--- src/hdl/swtd_pkg.sv ---
// ----------------------------------------------------------------------------
// swtd_pkg
// Shared types and constants for the square waypoint turn-then-drive block.
// ----------------------------------------------------------------------------
package swtd_pkg;

    localparam int CORNER_COUNT = 4;
    localparam int CORDIC_STEPS = 24;
    localparam int VEC_W        = 34;
    localparam int CORDIC_W     = 44;
    localparam int NORM_BIT     = 40;

    localparam logic [2:0] CFG_ORIGIN_X  = 3'd0;
    localparam logic [2:0] CFG_ORIGIN_Y  = 3'd1;
    localparam logic [2:0] CFG_SIDE      = 3'd2;
    localparam logic [2:0] CFG_POS_TOL   = 3'd3;
    localparam logic [2:0] CFG_HEAD_TOL  = 3'd4;
    localparam logic [2:0] CFG_FWD_SPEED = 3'd5;
    localparam logic [2:0] CFG_TURN_RATE = 3'd6;

    localparam logic [30:0] Q_QUARTER = 31'h4000_0000;
    localparam logic [31:0] Q_HALF    = 32'h8000_0000;

    // atan(2^-i) at 2^32 units per turn
    localparam logic [29:0] ATAN_TAB [CORDIC_STEPS] = '{
        30'd536870912, 30'd316933406, 30'd167458907, 30'd85004756,
        30'd42667331,  30'd21354465,  30'd10679838,  30'd5340245,
        30'd2670163,   30'd1335087,   30'd667544,    30'd333772,
        30'd166886,    30'd83443,     30'd41722,     30'd20861,
        30'd10430,     30'd5215,      30'd2608,      30'd1304,
        30'd652,       30'd326,       30'd163,       30'd81
    };

    typedef struct packed {
        logic                    start;
        logic signed [VEC_W-1:0] x;
        logic signed [VEC_W-1:0] y;
    } swtd_atan_req_t;

    typedef struct packed {
        logic        done;
        logic [31:0] angle;
    } swtd_atan_rsp_t;

endpackage

--- src/hdl/swtd_atan2.sv ---
// ----------------------------------------------------------------------------
// swtd_atan2
// Iterative atan2: normalize, 24-step vectoring CORDIC, clamp, quadrant map.
// Result in 2^32 units per turn, one done pulse per request.
// ----------------------------------------------------------------------------
module swtd_atan2 (
    input  logic                     aclk,
    input  logic                     aresetn,
    input  swtd_pkg::swtd_atan_req_t req,
    output swtd_pkg::swtd_atan_rsp_t rsp
);
    import swtd_pkg::*;

    localparam logic [1:0] U_IDLE = 2'd0;
    localparam logic [1:0] U_NORM = 2'd1;
    localparam logic [1:0] U_ROT  = 2'd2;
    localparam logic [1:0] U_DONE = 2'd3;

    logic [1:0]                 ustate_reg, ustate_next;
    logic signed [CORDIC_W-1:0] x_reg, x_next;
    logic signed [CORDIC_W-1:0] y_reg, y_next;
    logic signed [32:0]         z_reg, z_next;
    logic [4:0]                 step_reg, step_next;
    logic                       xneg_reg, xneg_next;
    logic                       yneg_reg, yneg_next;
    logic                       done_reg, done_next;
    logic [31:0]                angle_reg, angle_next;

    logic [VEC_W-1:0]           ax, ay;
    logic [CORDIC_W-1:0]        or_v;
    logic signed [CORDIC_W-1:0] sx, sy;
    logic signed [32:0]         atan_v;
    logic [30:0]                zc;
    logic [31:0]                q32;

    always_comb begin
        ax     = req.x[VEC_W-1] ? (VEC_W'(0) - req.x) : req.x;
        ay     = req.y[VEC_W-1] ? (VEC_W'(0) - req.y) : req.y;
        or_v   = x_reg | y_reg;
        sx     = y_reg >>> step_reg;
        sy     = x_reg >>> step_reg;
        atan_v = {3'b000, ATAN_TAB[step_reg]};
        if (z_reg[32]) begin
            zc = '0;
        end else if (z_reg > 33'sd1073741824) begin
            zc = Q_QUARTER;
        end else begin
            zc = z_reg[30:0];
        end
        q32 = {1'b0, zc};
    end

    always_comb begin
        ustate_next = ustate_reg;
        x_next      = x_reg;
        y_next      = y_reg;
        z_next      = z_reg;
        step_next   = step_reg;
        xneg_next   = xneg_reg;
        yneg_next   = yneg_reg;
        done_next   = 1'b0;
        angle_next  = angle_reg;
        case (ustate_reg)
            U_IDLE: begin
                if (req.start) begin
                    x_next    = {{(CORDIC_W-VEC_W){1'b0}}, ax};
                    y_next    = {{(CORDIC_W-VEC_W){1'b0}}, ay};
                    xneg_next = req.x[VEC_W-1];
                    yneg_next = req.y[VEC_W-1];
                    z_next    = '0;
                    step_next = '0;
                    if (ay == '0) begin
                        ustate_next = U_DONE;
                    end else if (ax == '0) begin
                        z_next      = {2'b00, Q_QUARTER};
                        ustate_next = U_DONE;
                    end else begin
                        ustate_next = U_NORM;
                    end
                end
            end
            U_NORM: begin
                if (or_v[NORM_BIT]) begin
                    ustate_next = U_ROT;
                end else if (or_v[NORM_BIT -: 8] == '0) begin
                    x_next = x_reg << 8;
                    y_next = y_reg << 8;
                end else if (or_v[NORM_BIT -: 4] == '0) begin
                    x_next = x_reg << 4;
                    y_next = y_reg << 4;
                end else if (or_v[NORM_BIT -: 2] == '0) begin
                    x_next = x_reg << 2;
                    y_next = y_reg << 2;
                end else begin
                    x_next = x_reg << 1;
                    y_next = y_reg << 1;
                end
            end
            U_ROT: begin
                if (!y_reg[CORDIC_W-1]) begin
                    x_next = x_reg + sx;
                    y_next = y_reg - sy;
                    z_next = z_reg + atan_v;
                end else begin
                    x_next = x_reg - sx;
                    y_next = y_reg + sy;
                    z_next = z_reg - atan_v;
                end
                step_next = step_reg + 5'd1;
                if (step_reg == 5'(CORDIC_STEPS - 1)) begin
                    ustate_next = U_DONE;
                end
            end
            U_DONE: begin
                case ({xneg_reg, yneg_reg})
                    2'b00:   angle_next = q32;
                    2'b10:   angle_next = Q_HALF - q32;
                    2'b11:   angle_next = Q_HALF + q32;
                    default: angle_next = 32'd0 - q32;
                endcase
                done_next   = 1'b1;
                ustate_next = U_IDLE;
            end
            default: ustate_next = U_IDLE;
        endcase
    end

    always_ff @(posedge aclk) begin
        if (!aresetn) begin
            ustate_reg <= U_IDLE;
            done_reg   <= 1'b0;
        end else begin
            ustate_reg <= ustate_next;
            done_reg   <= done_next;
        end
        x_reg     <= x_next;
        y_reg     <= y_next;
        z_reg     <= z_next;
        step_reg  <= step_next;
        xneg_reg  <= xneg_next;
        yneg_reg  <= yneg_next;
        angle_reg <= angle_next;
    end

    assign rsp.done  = done_reg;
    assign rsp.angle = angle_reg;

endmodule

--- src/hdl/square_waypoint_turn_then_drive.sv ---
// ----------------------------------------------------------------------------
// square_waypoint_turn_then_drive
// Square-path waypoint follower: turn toward the current corner, then drive.
// ----------------------------------------------------------------------------
// Input stream (s_): one pose request per item, x/y position and planar
// quaternion z/w. Output stream (m_): one result per request; m_tuser flags a
// velocity command (1) or a corner advance (0), m_tdata carries the speeds,
// the corner now targeted, and the heading and bearing angles.
// Config writes (cfg_we/cfg_addr/cfg_wdata) take effect at the clock edge and
// are meant for idle periods; unknown addresses are dropped.
// Both angles go through one shared iterative atan2 unit in turn; a pass
// does up to seven normalize shifts, a detect step, 24 CORDIC steps and a
// finish step, and a vector on an axis goes straight to the finish.
// s_tready is high only in the idle state, so a new request is taken only
// after the request before it has left the decide state.
// The result sits in an output register; the next request may be accepted
// while it waits, and a finished result then holds until m_tready frees it.
// Reset (synchronous, aresetn low) restores the register defaults, targets
// the first corner and empties the output register.
// ----------------------------------------------------------------------------
module square_waypoint_turn_then_drive #(
    parameter int ANGLE_BITS = 16
) (
    input  logic         aclk,
    input  logic         aresetn,
    input  logic         s_tvalid,
    output logic         s_tready,
    input  logic [95:0]  s_tdata,   // pose_x, pose_y, quat_z, quat_w
    output logic         m_tvalid,
    input  logic         m_tready,
    output logic [103:0] m_tdata,   // linear_speed, angular_speed, corner_index,
                                    // heading_angle, bearing_angle, zero pad
    output logic [0:0]   m_tuser,   // command_valid
    input  logic         cfg_we,
    input  logic [2:0]   cfg_addr,
    input  logic [31:0]  cfg_wdata
);
    import swtd_pkg::*;

    localparam logic [2:0] S_IDLE   = 3'd0;
    localparam logic [2:0] S_HEAD   = 3'd1;
    localparam logic [2:0] S_HWAIT  = 3'd2;
    localparam logic [2:0] S_BWAIT  = 3'd3;
    localparam logic [2:0] S_DECIDE = 3'd4;

    localparam logic [32:0]           BAM_ROUND = 33'd1 << (31 - ANGLE_BITS);
    localparam logic [ANGLE_BITS-1:0] HALF_TURN = ANGLE_BITS'(1) << (ANGLE_BITS - 1);

    logic [2:0]               state_reg, state_next;
    logic signed [31:0]       origin_x_reg, origin_x_next;
    logic signed [31:0]       origin_y_reg, origin_y_next;
    logic [30:0]              side_reg, side_next;
    logic [30:0]              pos_tol_reg, pos_tol_next;
    logic [14:0]              head_tol_reg, head_tol_next;
    logic signed [31:0]       fwd_speed_reg, fwd_speed_next;
    logic [30:0]              turn_rate_reg, turn_rate_next;
    logic [1:0]               corner_reg, corner_next;

    logic signed [31:0]       pose_x_reg, pose_x_next;
    logic signed [31:0]       pose_y_reg, pose_y_next;
    logic signed [15:0]       quat_z_reg, quat_z_next;
    logic signed [15:0]       quat_w_reg, quat_w_next;
    logic signed [VEC_W-1:0]  dx_reg, dx_next;
    logic signed [VEC_W-1:0]  dy_reg, dy_next;
    logic                     arrive_reg, arrive_next;
    logic [ANGLE_BITS-1:0]    head_reg, head_next;
    logic [ANGLE_BITS-1:0]    bear_reg, bear_next;

    logic                     m_tvalid_reg, m_tvalid_next;
    logic [103:0]             m_tdata_reg, m_tdata_next;
    logic                     m_tuser_reg, m_tuser_next;

    swtd_atan_req_t           atan_req;
    swtd_atan_rsp_t           atan_rsp;

    logic signed [VEC_W-1:0]  cx, cy;
    logic [VEC_W-1:0]         adx, ady;
    logic [32:0]              head_sum, bear_sum;
    logic [ANGLE_BITS-1:0]    err, err_mag;
    logic                     left;
    logic                     turn;
    logic                     out_free;
    logic [31:0]              lin_v, ang_v;
    logic [1:0]               corner_out;
    logic                     valid_v;

    swtd_atan2 u_atan2 (
        .aclk    (aclk),
        .aresetn (aresetn),
        .req     (atan_req),
        .rsp     (atan_rsp)
    );

    always_comb begin
        cx = {{2{origin_x_reg[31]}}, origin_x_reg}
             - ((corner_reg[1]) ? {3'b000, side_reg} : '0);
        cy = {{2{origin_y_reg[31]}}, origin_y_reg}
             + ((corner_reg == 2'd1 || corner_reg == 2'd2) ? {3'b000, side_reg} : '0);

        adx = dx_reg[VEC_W-1] ? (VEC_W'(0) - dx_reg) : dx_reg;
        ady = dy_reg[VEC_W-1] ? (VEC_W'(0) - dy_reg) : dy_reg;

        head_sum = {1'b0, atan_rsp.angle[30:0], 1'b0} + BAM_ROUND;
        bear_sum = {1'b0, atan_rsp.angle} + BAM_ROUND;

        err     = bear_reg - head_reg;
        left    = (err <= HALF_TURN);
        err_mag = left ? err : (ANGLE_BITS'(0) - err);
        turn    = (32'(err_mag) > 32'(head_tol_reg));

        out_free = !m_tvalid_reg || m_tready;

        atan_req.start = (state_reg == S_HEAD) || (state_reg == S_HWAIT && atan_rsp.done);
        atan_req.x     = (state_reg == S_HEAD) ? {{(VEC_W-16){quat_w_reg[15]}}, quat_w_reg}
                                               : dx_reg;
        atan_req.y     = (state_reg == S_HEAD) ? {{(VEC_W-16){quat_z_reg[15]}}, quat_z_reg}
                                               : dy_reg;

        if (arrive_reg) begin
            valid_v    = 1'b0;
            lin_v      = '0;
            ang_v      = '0;
            corner_out = corner_reg + 2'd1;
        end else begin
            valid_v    = 1'b1;
            corner_out = corner_reg;
            if (turn) begin
                lin_v = '0;
                ang_v = left ? {1'b0, turn_rate_reg} : (32'd0 - {1'b0, turn_rate_reg});
            end else begin
                lin_v = fwd_speed_reg;
                ang_v = '0;
            end
        end
    end

    always_comb begin
        state_next     = state_reg;
        origin_x_next  = origin_x_reg;
        origin_y_next  = origin_y_reg;
        side_next      = side_reg;
        pos_tol_next   = pos_tol_reg;
        head_tol_next  = head_tol_reg;
        fwd_speed_next = fwd_speed_reg;
        turn_rate_next = turn_rate_reg;
        corner_next    = corner_reg;
        pose_x_next    = pose_x_reg;
        pose_y_next    = pose_y_reg;
        quat_z_next    = quat_z_reg;
        quat_w_next    = quat_w_reg;
        dx_next        = dx_reg;
        dy_next        = dy_reg;
        arrive_next    = arrive_reg;
        head_next      = head_reg;
        bear_next      = bear_reg;
        m_tvalid_next  = m_tvalid_reg && !m_tready;
        m_tdata_next   = m_tdata_reg;
        m_tuser_next   = m_tuser_reg;

        if (cfg_we) begin
            case (cfg_addr)
                CFG_ORIGIN_X:  origin_x_next  = cfg_wdata;
                CFG_ORIGIN_Y:  origin_y_next  = cfg_wdata;
                CFG_SIDE:      side_next      = cfg_wdata[30:0];
                CFG_POS_TOL:   pos_tol_next   = cfg_wdata[30:0];
                CFG_HEAD_TOL:  head_tol_next  = cfg_wdata[14:0];
                CFG_FWD_SPEED: fwd_speed_next = cfg_wdata;
                CFG_TURN_RATE: turn_rate_next = cfg_wdata[30:0];
                default: ;
            endcase
        end

        case (state_reg)
            S_IDLE: begin
                if (s_tvalid) begin
                    pose_x_next = s_tdata[31:0];
                    pose_y_next = s_tdata[63:32];
                    quat_z_next = s_tdata[79:64];
                    quat_w_next = s_tdata[95:80];
                    state_next  = S_HEAD;
                end
            end
            S_HEAD: begin
                dx_next    = cx - {{2{pose_x_reg[31]}}, pose_x_reg};
                dy_next    = cy - {{2{pose_y_reg[31]}}, pose_y_reg};
                state_next = S_HWAIT;
            end
            S_HWAIT: begin
                arrive_next = (adx <= {3'b000, pos_tol_reg}) && (ady <= {3'b000, pos_tol_reg});
                if (atan_rsp.done) begin
                    head_next  = head_sum[31 -: ANGLE_BITS];
                    state_next = S_BWAIT;
                end
            end
            S_BWAIT: begin
                if (atan_rsp.done) begin
                    bear_next  = bear_sum[31 -: ANGLE_BITS];
                    state_next = S_DECIDE;
                end
            end
            S_DECIDE: begin
                if (out_free) begin
                    m_tvalid_next = 1'b1;
                    m_tuser_next  = valid_v;
                    m_tdata_next  = {6'b0, 16'(bear_reg), 16'(head_reg), corner_out,
                                     ang_v, lin_v};
                    corner_next   = corner_out;
                    state_next    = S_IDLE;
                end
            end
            default: state_next = S_IDLE;
        endcase
    end

    always_ff @(posedge aclk) begin
        if (!aresetn) begin
            state_reg     <= S_IDLE;
            origin_x_reg  <= 32'sd196608;
            origin_y_reg  <= 32'sd0;
            side_reg      <= 31'd196608;
            pos_tol_reg   <= 31'd6554;
            head_tol_reg  <= 15'd1043;
            fwd_speed_reg <= 32'sd65536;
            turn_rate_reg <= 31'd65536;
            corner_reg    <= 2'd0;
            m_tvalid_reg  <= 1'b0;
        end else begin
            state_reg     <= state_next;
            origin_x_reg  <= origin_x_next;
            origin_y_reg  <= origin_y_next;
            side_reg      <= side_next;
            pos_tol_reg   <= pos_tol_next;
            head_tol_reg  <= head_tol_next;
            fwd_speed_reg <= fwd_speed_next;
            turn_rate_reg <= turn_rate_next;
            corner_reg    <= corner_next;
            m_tvalid_reg  <= m_tvalid_next;
        end
        pose_x_reg  <= pose_x_next;
        pose_y_reg  <= pose_y_next;
        quat_z_reg  <= quat_z_next;
        quat_w_reg  <= quat_w_next;
        dx_reg      <= dx_next;
        dy_reg      <= dy_next;
        arrive_reg  <= arrive_next;
        head_reg    <= head_next;
        bear_reg    <= bear_next;
        m_tdata_reg <= m_tdata_next;
        m_tuser_reg <= m_tuser_next;
    end

    assign s_tready = (state_reg == S_IDLE);
    assign m_tvalid = m_tvalid_reg;
    assign m_tdata  = m_tdata_reg;
    assign m_tuser  = m_tuser_reg;

    // busy for the whole request once taken
    a_busy_after_accept: assert property (@(posedge aclk) disable iff (!aresetn)
        s_tvalid && s_tready |=> !s_tready)
        else $error("accepted a request while one is in flight");

    a_advance_no_motion: assert property (@(posedge aclk) disable iff (!aresetn)
        m_tvalid && !m_tuser[0] |-> m_tdata[63:0] == 64'd0)
        else $error("corner advance carries a motion command");

    a_turn_or_drive: assert property (@(posedge aclk) disable iff (!aresetn)
        m_tvalid |-> (m_tdata[31:0] == 32'd0 || m_tdata[63:32] == 32'd0))
        else $error("turn and drive commanded together");

    a_corner_step: assert property (@(posedge aclk) disable iff (!aresetn)
        $past(aresetn) && !$stable(corner_reg) |-> $past(state_reg) == S_DECIDE)
        else $error("target corner changed outside the decide step");

endmodule

--- config.mk ---
export PLATFORM = sky130hd
export DESIGN_NAME = square_waypoint_turn_then_drive
export DESIGN_NICKNAME = d
export VERILOG_FILES = /design/src/hdl/swtd_pkg.sv /design/src/hdl/swtd_atan2.sv /design/src/hdl/square_waypoint_turn_then_drive.sv
export SDC_FILE = /design/constraint.sdc
export NUM_CORES = 2
export LEC_CHECK = 0
export BUFFER_PORTS_ARGS = -buffer_cell sky130_fd_sc_hd__buf_4
export CORE_UTILIZATION = 58
export DETAILED_ROUTE_END_ITERATION = 10
export PLACE_DENSITY_LB_ADDON = 0.08
export SYNTH_ARGS = -nofsm -noshare
export SYNTH_HDL_FRONTEND = slang
export SYNTH_SLANG_ARGS = --single-unit
--- constraint.sdc ---
create_clock -name aclk -period 10 [get_ports aclk]
set_clock_uncertainty 0.05 [all_clocks]
set_input_delay 0.5 -clock aclk [delete_from_list [all_inputs] [get_ports aclk]]
set_output_delay 0.5 -clock aclk [all_outputs]
set_load 0.01 [all_outputs]
==> results.cfg <==
[status]
status = finished, final reports clean

[cts]
clk_pin_slew_ps = 60
insertion_delay_ps = 690
cts-buffers-inserted = 74
htreeDepth = 3
clk_root_buf = clkbuf_16
post_cts.resized_instances = 0
clock-sinks = 655
cts-root-to-sink-buffers = 3
tritoncts = yes

[hold_path]
min_to = head_tol_reg[0]
min_from = aresetn
hold_path.class = input pin to flop
whs_path_depth = 2

[synth]
yosysMostFrequentCell = nand2_1
synthTopCellsByArea = edfxtp_1, dfxtp_1, ha_1
synth_top_cell_area_share_pct = 24.24
synth-seq-area-share_pct = 32.03
synth-main-ff-cell = edfxtp_1
most_frequent_cells_after_synthesis = nand2_1, edfxtp_1, nor2_1
synth_area_per_cell_um2 = 8.555
ys.warnings.count = 0
synthCells = 6400
yosys_register_bits = 655
synthesis.area_mm2 = 0.05475
synth_area_leader_cell = edfxtp_1
synthDistinctLibCells = 108
synth-edff-count = 442
synth-async-reset-ratio_pct = 0

[setup_path]
regToRegStartpoint = u_atan2.step_reg[0]
critical_path_class = flop to flop
critPathRequiredTime_ps = 10310
ff2ff_setup_slack_ps = 1720
crit_fanout = 76
worst_r2r_path_depth = 20
reg2reg_to = u_atan2.x_reg[40]
setup.worst_path.start_class = flop
worstSetupEndpointType = flop
arrival_time_reported_for_the_critical_path_endpoint_ps = 8590

[timing]
setup_ws_ps = 1721
post-route-period-util_pct = 82.79
worst_pin_slew_ps = 1194
worst_slew_margin_rel_pct = 19.70
post_route_setup_tns_ps = 0
timing_max_transition_violations_final = 0
fin_worst_hold_slack_ps = 74.65
final_hold_viol_count = 0
unrepaired_setup_endpoints_after_global_routing = no
achievable-frequency_mhz = 120.8
setup-violations-final = 0
fin_crit_ps = 8279

[floorplan]
die_width_um = 309.2
die_height_um = 309.2
placementRows = 112
initial_utilization_pct = 58.58
coreArea_mm2 = 0.09347
ios = 243
die_area_mm2 = 0.09563

[placement]
io_buffers = 236
dp_worst_setup_slack_ps = 2101
dp_hpwl_mm = 144.6
gp_congestion = 1.067
dpl_cell_area_mm2 = 0.05727

[power]
cell_area_power_density_mw_per_mm2 = 411.1
power.leakage_uw = 0.02372
max-vdd-ir-drop_mv = 0.2810

[drt]
number_of_routed_nets_with_antenna_violations = 0
post_drt_wl_per_cell_um = 25.56
route.detailed.drc = 0
count_of_tritonroute_iterations_in_the_first_routing_pass = 6
vias = 51180
first_iter_violations = 6280
drt-vias-per-instance = 6.548
route.final.wire_length_mm = 199.8

[final_layout]
drive_above_1_share_pct = 10.58
finish.net_count = 7009
syn2layout_area_growth_pct = 11.08
layout.core_utilization_pct = 65.07
largest_register_ffs = 98
post-route-cell-area_mm2 = 0.06082

[grt]
first_global_vias = 48570
groute.usage.overall_pct = 41.00
wire_length_of_the_first_global_routing_pass_mm = 298.1
largest_net_degree_at_the_start_of_global_routing = 128
antenna_found_initial = 12
grt_remaining_overflow = 0

[job]
max_cap_violations = 0
[cells by family (layout without fill, tap and decap cells)]
kind of cell,Yosys count,after routing,share of synthesized area [%]
flops,655,655,32.03
other cells,1,15,0.006849
fa+ha+maj,381,381,9.612
simple gates,2333,2333,19.57
compound gates,1592,1592,19.52
mux,249,249,6.490
buf+inv,717,865,5.224
xor+xnor,472,472,7.551
[through the flow]
step	total power, uW	std cells
6_report	25000	7816
5_1_grt	26260	7811
3_3_place_gp	21140	7574
3_5_place_dp	21150	7574
2_1_floorplan	16480	6405
4_1_cts	24180	7807
[report_power, final]
part	internal, uW	switching [uW]	total [uW]
clock network	1620	1240	2860
registers	3480	1020	4500
logic	6650	11000	17600
total	11800	13300	25000
[critical path, cell delays in order (launching register included)]
cell	delay [ps]
edfxtp_1	850
buf_4	870
mux2_2	440
mux4_2	540
a2111oi_2	850
and3_1	370
nor4b_2	540
a31oi_1	200
xor2_1	190
ha_1	390
a21oi_1	250
o21ai_0	120
nor2b_1	140
a311o_1	270
a31oi_1	420
o31ai_1	270
a21oi_1	450
a31oi_1	210
a31oi_1	240
xor2_1	160
o22ai_1	90
[worst max-delay path by stage]
stage / slack, ps / end / from / cells after the start
CTS: 2020 / u_atan2.x_reg[42] / u_atan2.step_reg[0] / 20
detailed placement: 2100 / u_atan2.x_reg[42] / u_atan2.step_reg[0] / 20
finish: 1720 / u_atan2.x_reg[40] / u_atan2.step_reg[0] / 20
global route: 1420 / u_atan2.x_reg[40] / u_atan2.step_reg[0] / 20
global placement: 2210 / u_atan2.x_reg[42] / u_atan2.step_reg[0] / 20
floorplan: 2970 / u_atan2.x_reg[0] / state_reg[0] / 11
[cell usage in the layout, fill, tap and decap left out, types with 109 or more instances in the layout]
cell / count
mux2i_1: 109
inv_1: 292
dfxtp_1: 213
xor2_1: 174
a21oi_1: 364
buf_4: 328
nor3_1: 112
nand2_1: 1046
nor2_1: 416
xnor2_1: 297
nand3_1: 217
a21o_1: 129
ha_1: 313
a21boi_0: 197
edfxtp_1: 442
o21ai_0: 250
[routing by layer]
| layer | vias up | wire [um] | GRT usage [%] |
|---|---|---|---|
| met4 | 16 | 13190 | 24.55 |
| met1 | 24350 | 77210 | 51.36 |
| met3 | 711 | 20210 | 10.06 |
| li1 | 23220 | - | - |
| met5 | - | 176 | 0.6572 |
| met2 | 2873 | 88990 | 64.00 |
[area by class of cell]
cell class	instances	area (um2)
timing repair buffer	428	3503
clock buffer	89	1968
fill	7823	32650
clock inverter	48	595.6
tap	1254	1569
multi-input combinational	5033	34490
antenna	9	22.52
inverter	300	1130
sequential	655	17540
[what timing repair did]
action,in CTS,in global routing
hold buffers,96,0
hold endpoints to repair,96,0
setup buffers,0,0
(Power assumes the default switching activity.)
